`src/cpvb_pkg.sv`:
```
// Shared types, codes and constants for the convex polygon vertex builder.
package cpvb_pkg;

    localparam int MAX_VERTS_DEF = 32;

    localparam logic [1:0] OP_ADD    = 2'd0;
    localparam logic [1:0] OP_REMOVE = 2'd1;
    localparam logic [1:0] OP_CLEAR  = 2'd2;

    localparam logic [2:0] ST_ADDED   = 3'd0;
    localparam logic [2:0] ST_FULL    = 3'd1;
    localparam logic [2:0] ST_NOTCVX  = 3'd2;
    localparam logic [2:0] ST_CLOSED  = 3'd3;
    localparam logic [2:0] ST_REFUSED = 3'd4;
    localparam logic [2:0] ST_REMOVED = 3'd5;
    localparam logic [2:0] ST_EMPTY   = 3'd6;
    localparam logic [2:0] ST_CLEARED = 3'd7;

    typedef struct packed {
        logic [1:0]         opcode;
        logic signed [15:0] point_x;
        logic signed [15:0] point_y;
    } t_in_req;

    typedef struct packed {
        logic [2:0]         status;
        logic [5:0]         point_count;
        logic signed [15:0] box_min_x;
        logic signed [15:0] box_min_y;
        logic [15:0]        box_width;
        logic [15:0]        box_height;
    } t_out_req;

    typedef enum logic [3:0] {
        S_IDLE,
        S_DECIDE,
        S_DUP,
        S_CROSS,
        S_DRAIN,
        S_CHECK,
        S_BOX,
        S_BOX_WAIT,
        S_BOX_SET,
        S_RESULT
    } t_state;

    typedef struct packed {
        logic load_req;
        logic decide;
        logic dup_chk;
        logic cp_rd;
        logic box_rd;
        logic box_first;
        logic check;
        logic box_set;
        logic out_load;
    } t_cmd;

    typedef struct packed {
        logic to_dup;
        logic to_box;
        logic bad;
        logic out_free;
    } t_stat;

endpackage

```
`src/cpvb_ram.sv`:
```
// Generic RAM: one write port, two registered read ports.
module cpvb_ram import cpvb_pkg::*; #(
    parameter int WIDTH = 32,
    parameter int DEPTH = MAX_VERTS_DEF
) (
    input  logic                     i_clk,
    input  logic                     i_we,
    input  logic [$clog2(DEPTH)-1:0] i_waddr,
    input  logic [WIDTH-1:0]         i_wdata,
    input  logic [$clog2(DEPTH)-1:0] i_raddr_a,
    input  logic [$clog2(DEPTH)-1:0] i_raddr_b,
    output logic [WIDTH-1:0]         o_rdata_a,
    output logic [WIDTH-1:0]         o_rdata_b
);

    logic [WIDTH-1:0] r_mem [DEPTH];
    logic [WIDTH-1:0] r_rdata_a;
    logic [WIDTH-1:0] r_rdata_b;

    always_ff @(posedge i_clk) begin
        if (i_we) begin
            r_mem[i_waddr] <= i_wdata;
        end
        r_rdata_a <= r_mem[i_raddr_a];
        r_rdata_b <= r_mem[i_raddr_b];
    end

    assign o_rdata_a = r_rdata_a;
    assign o_rdata_b = r_rdata_b;

endmodule

```
`src/cpvb_datapath.sv`:
```
// Datapath: point store, checks, cross-product pipeline, box and result register.
module cpvb_datapath import cpvb_pkg::*; #(
    parameter int MAX_VERTS = MAX_VERTS_DEF
) (
    input  logic                           i_clk,
    input  logic                           i_rst_n,
    input  t_cmd                           i_cmd,
    input  logic [$clog2(MAX_VERTS)-1:0]   i_addr_a,
    input  logic [$clog2(MAX_VERTS)-1:0]   i_addr_b,
    input  t_in_req                        i_in_req,
    input  logic                           i_out_stall,
    output t_stat                          o_stat,
    output logic [$clog2(MAX_VERTS+1)-1:0] o_count,
    output logic                           o_out_valid,
    output t_out_req                       o_out_req
);

    localparam int AW = $clog2(MAX_VERTS);
    localparam int CW = $clog2(MAX_VERTS + 1);

    logic [1:0]         r_op;
    logic signed [15:0] r_px, r_py;
    logic [CW-1:0]      r_count;
    logic signed [15:0] r_first_x, r_first_y;
    logic signed [15:0] r_bmin_x, r_bmin_y;
    logic [15:0]        r_bw, r_bh;
    logic [2:0]         r_status;
    logic               r_bad, r_first_pos;
    logic               r_dup_v, r_cp_v;
    logic [1:0]         r_loads;
    logic [31:0]        r_w1, r_w2;
    logic               r_s1_v, r_s1_first, r_s2_v, r_s2_first;
    logic signed [16:0] r_ax, r_ay, r_bx, r_by;
    logic signed [33:0] r_p1, r_p2;
    logic               r_box_v, r_box_first;
    logic signed [15:0] r_lo_x, r_lo_y, r_hi_x, r_hi_y;
    logic               r_out_valid;
    t_out_req           r_out;

    logic        full, match, add_ok, we;
    logic [31:0] rdata_a, rdata_b;
    logic signed [15:0] d_x, d_y;
    logic signed [34:0] cp;
    logic        pos;
    logic [15:0] span_x, span_y;

    assign full   = r_count >= CW'(MAX_VERTS);
    assign match  = (r_count != '0) && (r_px == r_first_x) && (r_py == r_first_y);
    assign add_ok = (r_op == OP_ADD) && !full && !match;
    assign we     = i_cmd.decide && add_ok;

    cpvb_ram #(.WIDTH(32), .DEPTH(MAX_VERTS)) u_store (
        .i_clk    (i_clk),
        .i_we     (we),
        .i_waddr  (r_count[AW-1:0]),
        .i_wdata  ({r_px, r_py}),
        .i_raddr_a(i_addr_a),
        .i_raddr_b(i_addr_b),
        .o_rdata_a(rdata_a),
        .o_rdata_b(rdata_b)
    );

    assign d_x    = $signed(rdata_a[31:16]);
    assign d_y    = $signed(rdata_a[15:0]);
    assign cp     = {r_p1[33], r_p1} - {r_p2[33], r_p2};
    assign pos    = !cp[34] && (cp != '0);
    assign span_x = r_hi_x - r_lo_x;
    assign span_y = r_hi_y - r_lo_y;

    always_comb begin
        o_stat.to_dup   = add_ok && (r_count >= CW'(3));
        o_stat.to_box   = (add_ok && (r_count < CW'(3)))
                       || ((r_op == OP_REMOVE) && (r_count > CW'(1)));
        o_stat.bad      = r_bad;
        o_stat.out_free = !r_out_valid || !i_out_stall;
    end

    // Store payload, first point, corner pipeline, box bounds and result data; no reset needed.
    always_ff @(posedge i_clk) begin
        if (i_cmd.load_req) begin
            r_op <= i_in_req.opcode;
            r_px <= i_in_req.point_x;
            r_py <= i_in_req.point_y;
        end
        if (we && (r_count == '0)) begin
            r_first_x <= r_px;
            r_first_y <= r_py;
        end
        if (r_cp_v) begin
            r_w1 <= r_w2;
            r_w2 <= rdata_a;
        end
        // corner: P[i] = w1, P[i+1] = w2, P[i+2] = incoming word
        r_ax <= 17'(d_x) - 17'($signed(r_w2[31:16]));
        r_ay <= 17'(d_y) - 17'($signed(r_w2[15:0]));
        r_bx <= 17'($signed(r_w1[31:16])) - 17'($signed(r_w2[31:16]));
        r_by <= 17'($signed(r_w1[15:0])) - 17'($signed(r_w2[15:0]));
        r_p1 <= r_ax * r_by;
        r_p2 <= r_ay * r_bx;
        if (r_box_v) begin
            if (r_box_first || d_x < r_lo_x) r_lo_x <= d_x;
            if (r_box_first || d_x > r_hi_x) r_hi_x <= d_x;
            if (r_box_first || d_y < r_lo_y) r_lo_y <= d_y;
            if (r_box_first || d_y > r_hi_y) r_hi_y <= d_y;
        end
        if (i_cmd.out_load) begin
            r_out.status      <= r_status;
            r_out.point_count <= 6'(r_count);
            r_out.box_min_x   <= r_bmin_x;
            r_out.box_min_y   <= r_bmin_y;
            r_out.box_width   <= r_bw;
            r_out.box_height  <= r_bh;
        end
    end

    always_ff @(posedge i_clk) begin
        if (!i_rst_n) begin
            r_count     <= '0;
            r_bmin_x    <= '0;
            r_bmin_y    <= '0;
            r_bw        <= '0;
            r_bh        <= '0;
            r_status    <= ST_ADDED;
            r_bad       <= 1'b0;
            r_first_pos <= 1'b0;
            r_dup_v     <= 1'b0;
            r_cp_v      <= 1'b0;
            r_loads     <= '0;
            r_s1_v      <= 1'b0;
            r_s1_first  <= 1'b0;
            r_s2_v      <= 1'b0;
            r_s2_first  <= 1'b0;
            r_box_v     <= 1'b0;
            r_box_first <= 1'b0;
            r_out_valid <= 1'b0;
        end else begin
            r_dup_v     <= i_cmd.dup_chk;
            r_cp_v      <= i_cmd.cp_rd;
            r_box_v     <= i_cmd.box_rd;
            r_box_first <= i_cmd.box_first;
            r_s1_v      <= r_cp_v && (r_loads >= 2'd2);
            r_s1_first  <= r_cp_v && (r_loads == 2'd2);
            r_s2_v      <= r_s1_v;
            r_s2_first  <= r_s1_first;
            if (r_cp_v && r_loads != 2'd3) begin
                r_loads <= r_loads + 2'd1;
            end
            if (r_dup_v && rdata_a == rdata_b) begin
                r_bad <= 1'b1;
            end
            if (r_s2_v) begin
                if (r_s2_first) begin
                    r_first_pos <= pos;
                end else if (pos != r_first_pos) begin
                    r_bad <= 1'b1;
                end
            end

            if (i_cmd.decide) begin
                r_bad   <= 1'b0;
                r_loads <= '0;
                case (r_op)
                    OP_ADD: begin
                        if (full) begin
                            r_status <= ST_FULL;
                        end else if (match) begin
                            if (r_count >= CW'(3)) begin
                                r_count  <= '0;
                                r_bmin_x <= '0;
                                r_bmin_y <= '0;
                                r_bw     <= '0;
                                r_bh     <= '0;
                                r_status <= ST_CLOSED;
                            end else begin
                                r_status <= ST_REFUSED;
                            end
                        end else if (r_count < CW'(3)) begin
                            r_count  <= r_count + CW'(1);
                            r_status <= ST_ADDED;
                        end
                    end
                    OP_REMOVE: begin
                        if (r_count == '0) begin
                            r_status <= ST_EMPTY;
                        end else begin
                            r_count  <= r_count - CW'(1);
                            r_status <= ST_REMOVED;
                            if (r_count == CW'(1)) begin
                                r_bmin_x <= '0;
                                r_bmin_y <= '0;
                                r_bw     <= '0;
                                r_bh     <= '0;
                            end
                        end
                    end
                    OP_CLEAR: begin
                        r_count  <= '0;
                        r_bmin_x <= '0;
                        r_bmin_y <= '0;
                        r_bw     <= '0;
                        r_bh     <= '0;
                        r_status <= ST_CLEARED;
                    end
                    default: begin
                        r_count  <= '0;
                        r_bmin_x <= '0;
                        r_bmin_y <= '0;
                        r_bw     <= '0;
                        r_bh     <= '0;
                        r_status <= ST_CLEARED;
                    end
                endcase
            end

            if (i_cmd.check) begin
                if (r_bad) begin
                    r_status <= ST_NOTCVX;
                end else begin
                    r_count  <= r_count + CW'(1);
                    r_status <= ST_ADDED;
                end
            end

            if (i_cmd.box_set) begin
                r_bmin_x <= r_lo_x;
                r_bmin_y <= r_lo_y;
                r_bw     <= span_x;
                r_bh     <= span_y;
            end

            if (i_cmd.out_load) begin
                r_out_valid <= 1'b1;
            end else if (!i_out_stall) begin
                r_out_valid <= 1'b0;
            end
        end
    end

    assign o_count     = r_count;
    assign o_out_valid = r_out_valid;
    assign o_out_req   = r_out;

endmodule

```
`src/cpvb_ctrl.sv`:
```
// Controller: sequences decide, duplicate scan, corner scan, box scan and result load.
module cpvb_ctrl import cpvb_pkg::*; #(
    parameter int MAX_VERTS = MAX_VERTS_DEF
) (
    input  logic                           i_clk,
    input  logic                           i_rst_n,
    input  logic                           i_in_valid,
    output logic                           o_in_stall,
    input  t_stat                          i_stat,
    input  logic [$clog2(MAX_VERTS+1)-1:0] i_count,
    output t_cmd                           o_cmd,
    output logic [$clog2(MAX_VERTS)-1:0]   o_addr_a,
    output logic [$clog2(MAX_VERTS)-1:0]   o_addr_b
);

    localparam int AW = $clog2(MAX_VERTS);
    localparam int CW = $clog2(MAX_VERTS + 1);

    t_state        r_state, n_state;
    logic [CW:0]   r_i, n_i, r_j, n_j, r_m, n_m;
    logic [2:0]    r_drain, n_drain;
    logic [CW:0]   nn, wrap;

    always_ff @(posedge i_clk) begin
        if (!i_rst_n) begin
            r_state <= S_IDLE;
            r_i     <= '0;
            r_j     <= '0;
            r_m     <= '0;
            r_drain <= '0;
        end else begin
            r_state <= n_state;
            r_i     <= n_i;
            r_j     <= n_j;
            r_m     <= n_m;
            r_drain <= n_drain;
        end
    end

    // nn: point count including the candidate
    assign nn   = {1'b0, i_count} + (CW+1)'(1);
    assign wrap = (r_m < nn) ? r_m : (r_m - nn);

    always_comb begin
        n_state    = r_state;
        n_i        = r_i;
        n_j        = r_j;
        n_m        = r_m;
        n_drain    = r_drain;
        o_cmd      = '0;
        o_addr_a   = '0;
        o_addr_b   = '0;
        o_in_stall = (r_state != S_IDLE);
        case (r_state)
            S_IDLE: begin
                o_cmd.load_req = i_in_valid;
                if (i_in_valid) n_state = S_DECIDE;
            end
            S_DECIDE: begin
                o_cmd.decide = 1'b1;
                n_i = '0;
                n_j = (CW+1)'(1);
                n_m = '0;
                if (i_stat.to_dup)      n_state = S_DUP;
                else if (i_stat.to_box) n_state = S_BOX;
                else                    n_state = S_RESULT;
            end
            S_DUP: begin
                o_cmd.dup_chk = 1'b1;
                o_addr_a = r_i[AW-1:0];
                o_addr_b = r_j[AW-1:0];
                if (r_j == nn - (CW+1)'(1)) begin
                    if (r_i == nn - (CW+1)'(2)) begin
                        n_m     = '0;
                        n_state = S_CROSS;
                    end else begin
                        n_i = r_i + (CW+1)'(1);
                        n_j = r_i + (CW+1)'(2);
                    end
                end else begin
                    n_j = r_j + (CW+1)'(1);
                end
            end
            S_CROSS: begin
                o_cmd.cp_rd = 1'b1;
                o_addr_a = wrap[AW-1:0];
                if (r_m == nn + (CW+1)'(1)) begin
                    n_drain = '0;
                    n_state = S_DRAIN;
                end else begin
                    n_m = r_m + (CW+1)'(1);
                end
            end
            S_DRAIN: begin
                n_drain = r_drain + 3'd1;
                if (r_drain == 3'd3) n_state = S_CHECK;
            end
            S_CHECK: begin
                o_cmd.check = 1'b1;
                n_m = '0;
                n_state = i_stat.bad ? S_RESULT : S_BOX;
            end
            S_BOX: begin
                o_cmd.box_rd    = 1'b1;
                o_cmd.box_first = (r_m == '0);
                o_addr_a = r_m[AW-1:0];
                if (r_m == {1'b0, i_count} - (CW+1)'(1)) n_state = S_BOX_WAIT;
                else n_m = r_m + (CW+1)'(1);
            end
            S_BOX_WAIT: begin
                n_state = S_BOX_SET;
            end
            S_BOX_SET: begin
                o_cmd.box_set = 1'b1;
                n_state = S_RESULT;
            end
            S_RESULT: begin
                if (i_stat.out_free) begin
                    o_cmd.out_load = 1'b1;
                    n_state = S_IDLE;
                end
            end
            default: begin
                n_state = S_IDLE;
            end
        endcase
    end

endmodule

```
`src/convex_polygon_vertex_builder.sv`:
```
// Top level of the convex polygon vertex builder.
//
// Builds a convex polygon one request at a time from signed Q12.4 points and
// returns one result request per input request: a status code, the point
// count and the bounding box (min x, min y, width, height) after the
// operation. One request is worked on at a time; the input stalls until its
// result has been loaded into the output register. An add or remove that
// needs the box rebuilt scans the store, one stored point read per cycle.
// An add that yields n >= 4 points first runs a pairwise duplicate scan of
// all point pairs (two store reads per cycle), then a corner scan of n+2
// reads through a three-stage cross-product pipeline, then the drain and
// check states, then the box scan. The point store is one dual-read RAM;
// its contents need no clearing after reset.
module convex_polygon_vertex_builder import cpvb_pkg::*; #(
    parameter int MAX_VERTS = MAX_VERTS_DEF
) (
    input  logic     i_clk,
    input  logic     i_rst_n,
    input  logic     i_in_valid,
    output logic     o_in_stall,
    input  t_in_req  i_in_req,
    output logic     o_out_valid,
    input  logic     i_out_stall,
    output t_out_req o_out_req
);

    t_cmd  cmd;
    t_stat stat;
    logic [$clog2(MAX_VERTS+1)-1:0] count;
    logic [$clog2(MAX_VERTS)-1:0]   addr_a, addr_b;

    // Sequence each request through decide, scans and result load.
    cpvb_ctrl #(.MAX_VERTS(MAX_VERTS)) u_ctrl (
        .i_clk     (i_clk),
        .i_rst_n   (i_rst_n),
        .i_in_valid(i_in_valid),
        .o_in_stall(o_in_stall),
        .i_stat    (stat),
        .i_count   (count),
        .o_cmd     (cmd),
        .o_addr_a  (addr_a),
        .o_addr_b  (addr_b)
    );

    // Hold the points, the box and the result register.
    cpvb_datapath #(.MAX_VERTS(MAX_VERTS)) u_datapath (
        .i_clk      (i_clk),
        .i_rst_n    (i_rst_n),
        .i_cmd      (cmd),
        .i_addr_a   (addr_a),
        .i_addr_b   (addr_b),
        .i_in_req   (i_in_req),
        .i_out_stall(i_out_stall),
        .o_stat     (stat),
        .o_count    (count),
        .o_out_valid(o_out_valid),
        .o_out_req  (o_out_req)
    );

endmodule

```
`config.mk`:
```
export PLATFORM = sky130hd
export DESIGN_NAME = convex_polygon_vertex_builder
export DESIGN_NICKNAME = d
export VERILOG_FILES = /design/src/cpvb_pkg.sv /design/src/cpvb_ram.sv /design/src/cpvb_datapath.sv /design/src/cpvb_ctrl.sv /design/src/convex_polygon_vertex_builder.sv
export SDC_FILE = /design/constraint.sdc
export NUM_CORES = 2
export LEC_CHECK = 0
export ABC_AREA = 1
export BUFFER_PORTS_ARGS = -buffer_cell sky130_fd_sc_hd__buf_4
export CELL_PAD_IN_SITES_DETAIL_PLACEMENT = 0
export CELL_PAD_IN_SITES_GLOBAL_PLACEMENT = 2
export CORE_MARGIN = 2
export CORE_UTILIZATION = 41
export CTS_CLUSTER_DIAMETER = 50
export DETAILED_ROUTE_END_ITERATION = 12
export PLACE_DENSITY_LB_ADDON = 0.1
export SLEW_MARGIN = 25
export SYNTH_ARGS = -nofsm -noshare
export SYNTH_HDL_FRONTEND = slang
export SYNTH_HIERARCHICAL = 1
export SYNTH_SLANG_ARGS = --single-unit
```
`constraint.sdc`:
```
create_clock -name i_clk -period 6.33 [get_ports i_clk]
set_input_delay 0.9495 -clock i_clk [delete_from_list [all_inputs] [get_ports i_clk]]
set_output_delay 0.9495 -clock i_clk [all_outputs]
set_load 0.02 [all_outputs]
```
==> reports/metrics.csv <==
metric,value,unit
Synth area leaders,"edfxtp_1 38%, nand2_1 15%, fa_1 12%",
IO Pins,113,
share of cells above drive strength 1,8.14,%
die height,506,um
Synth Register Bits,1605,
largest net degree at the start of global routing,205,
Die X,506,um
most frequent cells in the layout,"4,244 x nand2_1, 1,713 x nand3_1, 1,415 x inv_1",
Remaining DRCs,0,
Worst Setup Start Kind,register,
setup TNS,0,ps
"commonest non-fill, non-tap cell in the layout",nand2_1,
Post-synth EDFFs,1291,
Port Buffers,112,
non-filler instance count after layout,15500,
clock buffer count from CTS,228,
post-synth top area share,37.6,%
clk_skew,106,ps
Synth Flop Type,edfxtp_1,
CP max-delay cell,dfxtp_1,
Area growth syn-to-layout,12.4,%
Core Footprint,251000,sq um
placed wire-length estimate,237000,um
Synth async-reset ratio,0,%
Cells after Synth,11900,
GRT overflow,0,
Met3 Wirelength,21200,um
CP arrival,6640,ps
CP Cell Sequence,nand2_1 -> fa_1 -> inv_1 -> fa_1 -> fa_1 -> fa_1 -> fa_1 -> inv_1 -> fa_1 -> inv_1 -> ha_1 -> nand2_1 -> nor2_1 -> inv_1 -> nor3_1 -> nand3_1 -> o221ai_1 -> nand2_1 -> nand2_1 -> xor2_1,
Initial Utilization,41.1,%
Crit. End Element,register,
fill count,24100,
antenna violations before repair,8,
CTS Buffer Depth,3,
# rows,184,
post-DR wirelength/cell,23.8,um
Final nets,13000,
fmax,169,MHz
Avg Inst Size Synth,8.66,sq um
"Req. time, crit path",7060,ps
H-tree Lvls,4,
crit share post-route,93.4,%
Final GP Congestion,0.854,
Top Layer Used,met5,
Post-Route M1 WL,153000,um
ANT nets after route,0,
Hold Crit Class,in2reg,
placed cells,15000,
Mapped Nets,12900,
RSZ-0062 raised after global routing,false,
synthesized area,103000,sq um
post-synthesis sequential area ratio,43.7,%
DIE AREA,256000,sq um
Routed WL,368000,um
DP Worst Slack,379,ps
run status,finished clean,
Slew HR,27.9,%
Synth area leader,edfxtp_1,
Max Cap Viol,0,
crit-path max FO,13,
gr usage total,28.5,%
TritonCTS Sinks,1605,
final setup fails,0,
Worst path most repeated cell,fa_1,
WS Path Type,reg2reg,
clk root buf,clkbuf_16,
CP peak stage delay,720,ps
TritonRoute pass-1 iters,6,
actual slew at the worst max-slew pin,1080,ps
Worst-path clk slew,60,ps
final hold violations,0,
CTS tree,built,
via-per-instance ratio,5.31,
number of synthesis warnings,6,
vias in the first global route,82900,
post-route setup slack,417,ps
worst skew pair latency,900,ps
"Min Clock Period, post-route",5910,ps
first-pass GRT wire length,544000,um
Final Max Tran Viols,0,
postcts setup bufs,0,
DR vias,82300,
"Distinct cells, synth",65,
DRT iter0 DRCs,6925,
WL met2,180000,um
[final timing paths]
path	cells past startpoint	startpoint	slack (ps)	endpoint
setup / recovery	20	u_datapath/r_ax[12]	420	u_datapath/r_p1[33]
hold / removal	1	i_in_req[8]	220	u_datapath/r_py[8]
setup reg to reg	20	u_datapath/r_ax[12]	420	u_datapath/r_p1[33]
hold reg to reg	2	u_datapath/r_s1_first	410	u_datapath/r_s2_first
[per-stage QoR]
stage	hold WS, ps	instance area [sq um]	utilization (%)
after CTS	159	116000	46.2
final	220	116000	46.3
after detailed placement	402	108000	43.0
after global placement	401	108000	43.0
after global routing	173	116000	46.2
after floorplan	390	103000	-
[registers in the layout, indices dropped and copies added (netlist names), 17 cells and up]
| name | cells |
|---|---|
| u_datapath/u_store/r_mem | 1024 |
| u_datapath/o_out_req | 73 |
| u_datapath/r_p1 | 34 |
| u_datapath/r_p2 | 34 |
| u_datapath/r_w1 | 32 |
| u_datapath/r_w2 | 32 |
| u_datapath/u_store/o_rdata_a | 32 |
| u_datapath/u_store/o_rdata_b | 32 |
| u_datapath/r_ax | 17 |
| u_datapath/r_ay | 17 |
| u_datapath/r_bx | 17 |
| u_datapath/r_by | 17 |
[Yosys cell counts (4+ instances only)]
master	n
nand2_1	4244
nand3_1	1713
inv_1	1419
edfxtp_1	1291
fa_1	600
ha_1	380
dfxtp_1	314
nor2_1	311
a21oi_1	289
buf_2	211
clkbuf_1	189
xor2_1	141
o21ai_0	127
buf_6	102
xnor2_1	83
buf_4	62
nand4_1	53
buf_1	44
nor3_1	38
nand2_2	29
or2_2	21
o21ai_1	20
inv_2	17
nor4_1	16
a21o_1	14
a21oi_2	14
a31oi_1	14
o21bai_1	13
nor2_2	12
a211oi_1	11
nand3_2	11
o211ai_1	11
o31ai_1	10
clkinv_1	8
o21ai_2	8
nand3b_1	7
nor2_4	7
o2111ai_1	6
o21a_1	6
a21boi_2	4
o221ai_1	4
[metal layers]
metal | up-vias | GRT usage [%]
met5 | - | 0
met4 | 2 | 10.5
met3 | 631 | 3.68
met2 | 2838 | 49.2
met1 | 40400 | 36.5
li1 | 38400 | -
[critical path, delay by kind of cell, from the launching register on]
kind | cells | cell delay [ps]
adder cells (fa/ha/maj) | 7 | 3410
flip-flops | 1 | 720
AO/OA/AOI/OAI | 1 | 360
XOR/XNOR | 1 | 140
buffers and inverters | 4 | 240
AND/OR/NAND/NOR | 7 | 930
[final cells by class]
type | instances | area, sq um | area share, %
Tap cell | 3348 | 4190 | 3.61
Sequential cell | 1605 | 45100 | 38.9
Clock buffer | 274 | 6080 | 5.25
Timing Repair Buffer | 405 | 3830 | 3.30
Antenna cell | 6 | 15.0 | 0.0129
Multi-Input combinational cell | 8249 | 49400 | 42.6
Clock inverter | 160 | 1880 | 1.62
Inverter | 1446 | 5490 | 4.73
[cells by family (layout without fill, tap and decap cells)]
family | Yosys count | in the layout | synth area share [%]
AND/OR/NAND/NOR | 6475 | 6475 | 26.2
buffers and inverters | 2057 | 2285 | 8.75
flip-flops | 1605 | 1605 | 43.7
adder cells (fa/ha/maj) | 980 | 980 | 16.3
AO/OA/AOI/OAI | 570 | 570 | 3.18
XOR/XNOR | 224 | 224 | 1.90
other | 0 | 6 | 0
[what timing repair did]
item	CTS	global route
gates resized for setup	0	1
setup endpoints to repair	0	1
hold buffers	0	0
Power is left out: the tool's default activity adds up to more than one toggle a clock period on the data nets, which glitch-free logic cannot reach.
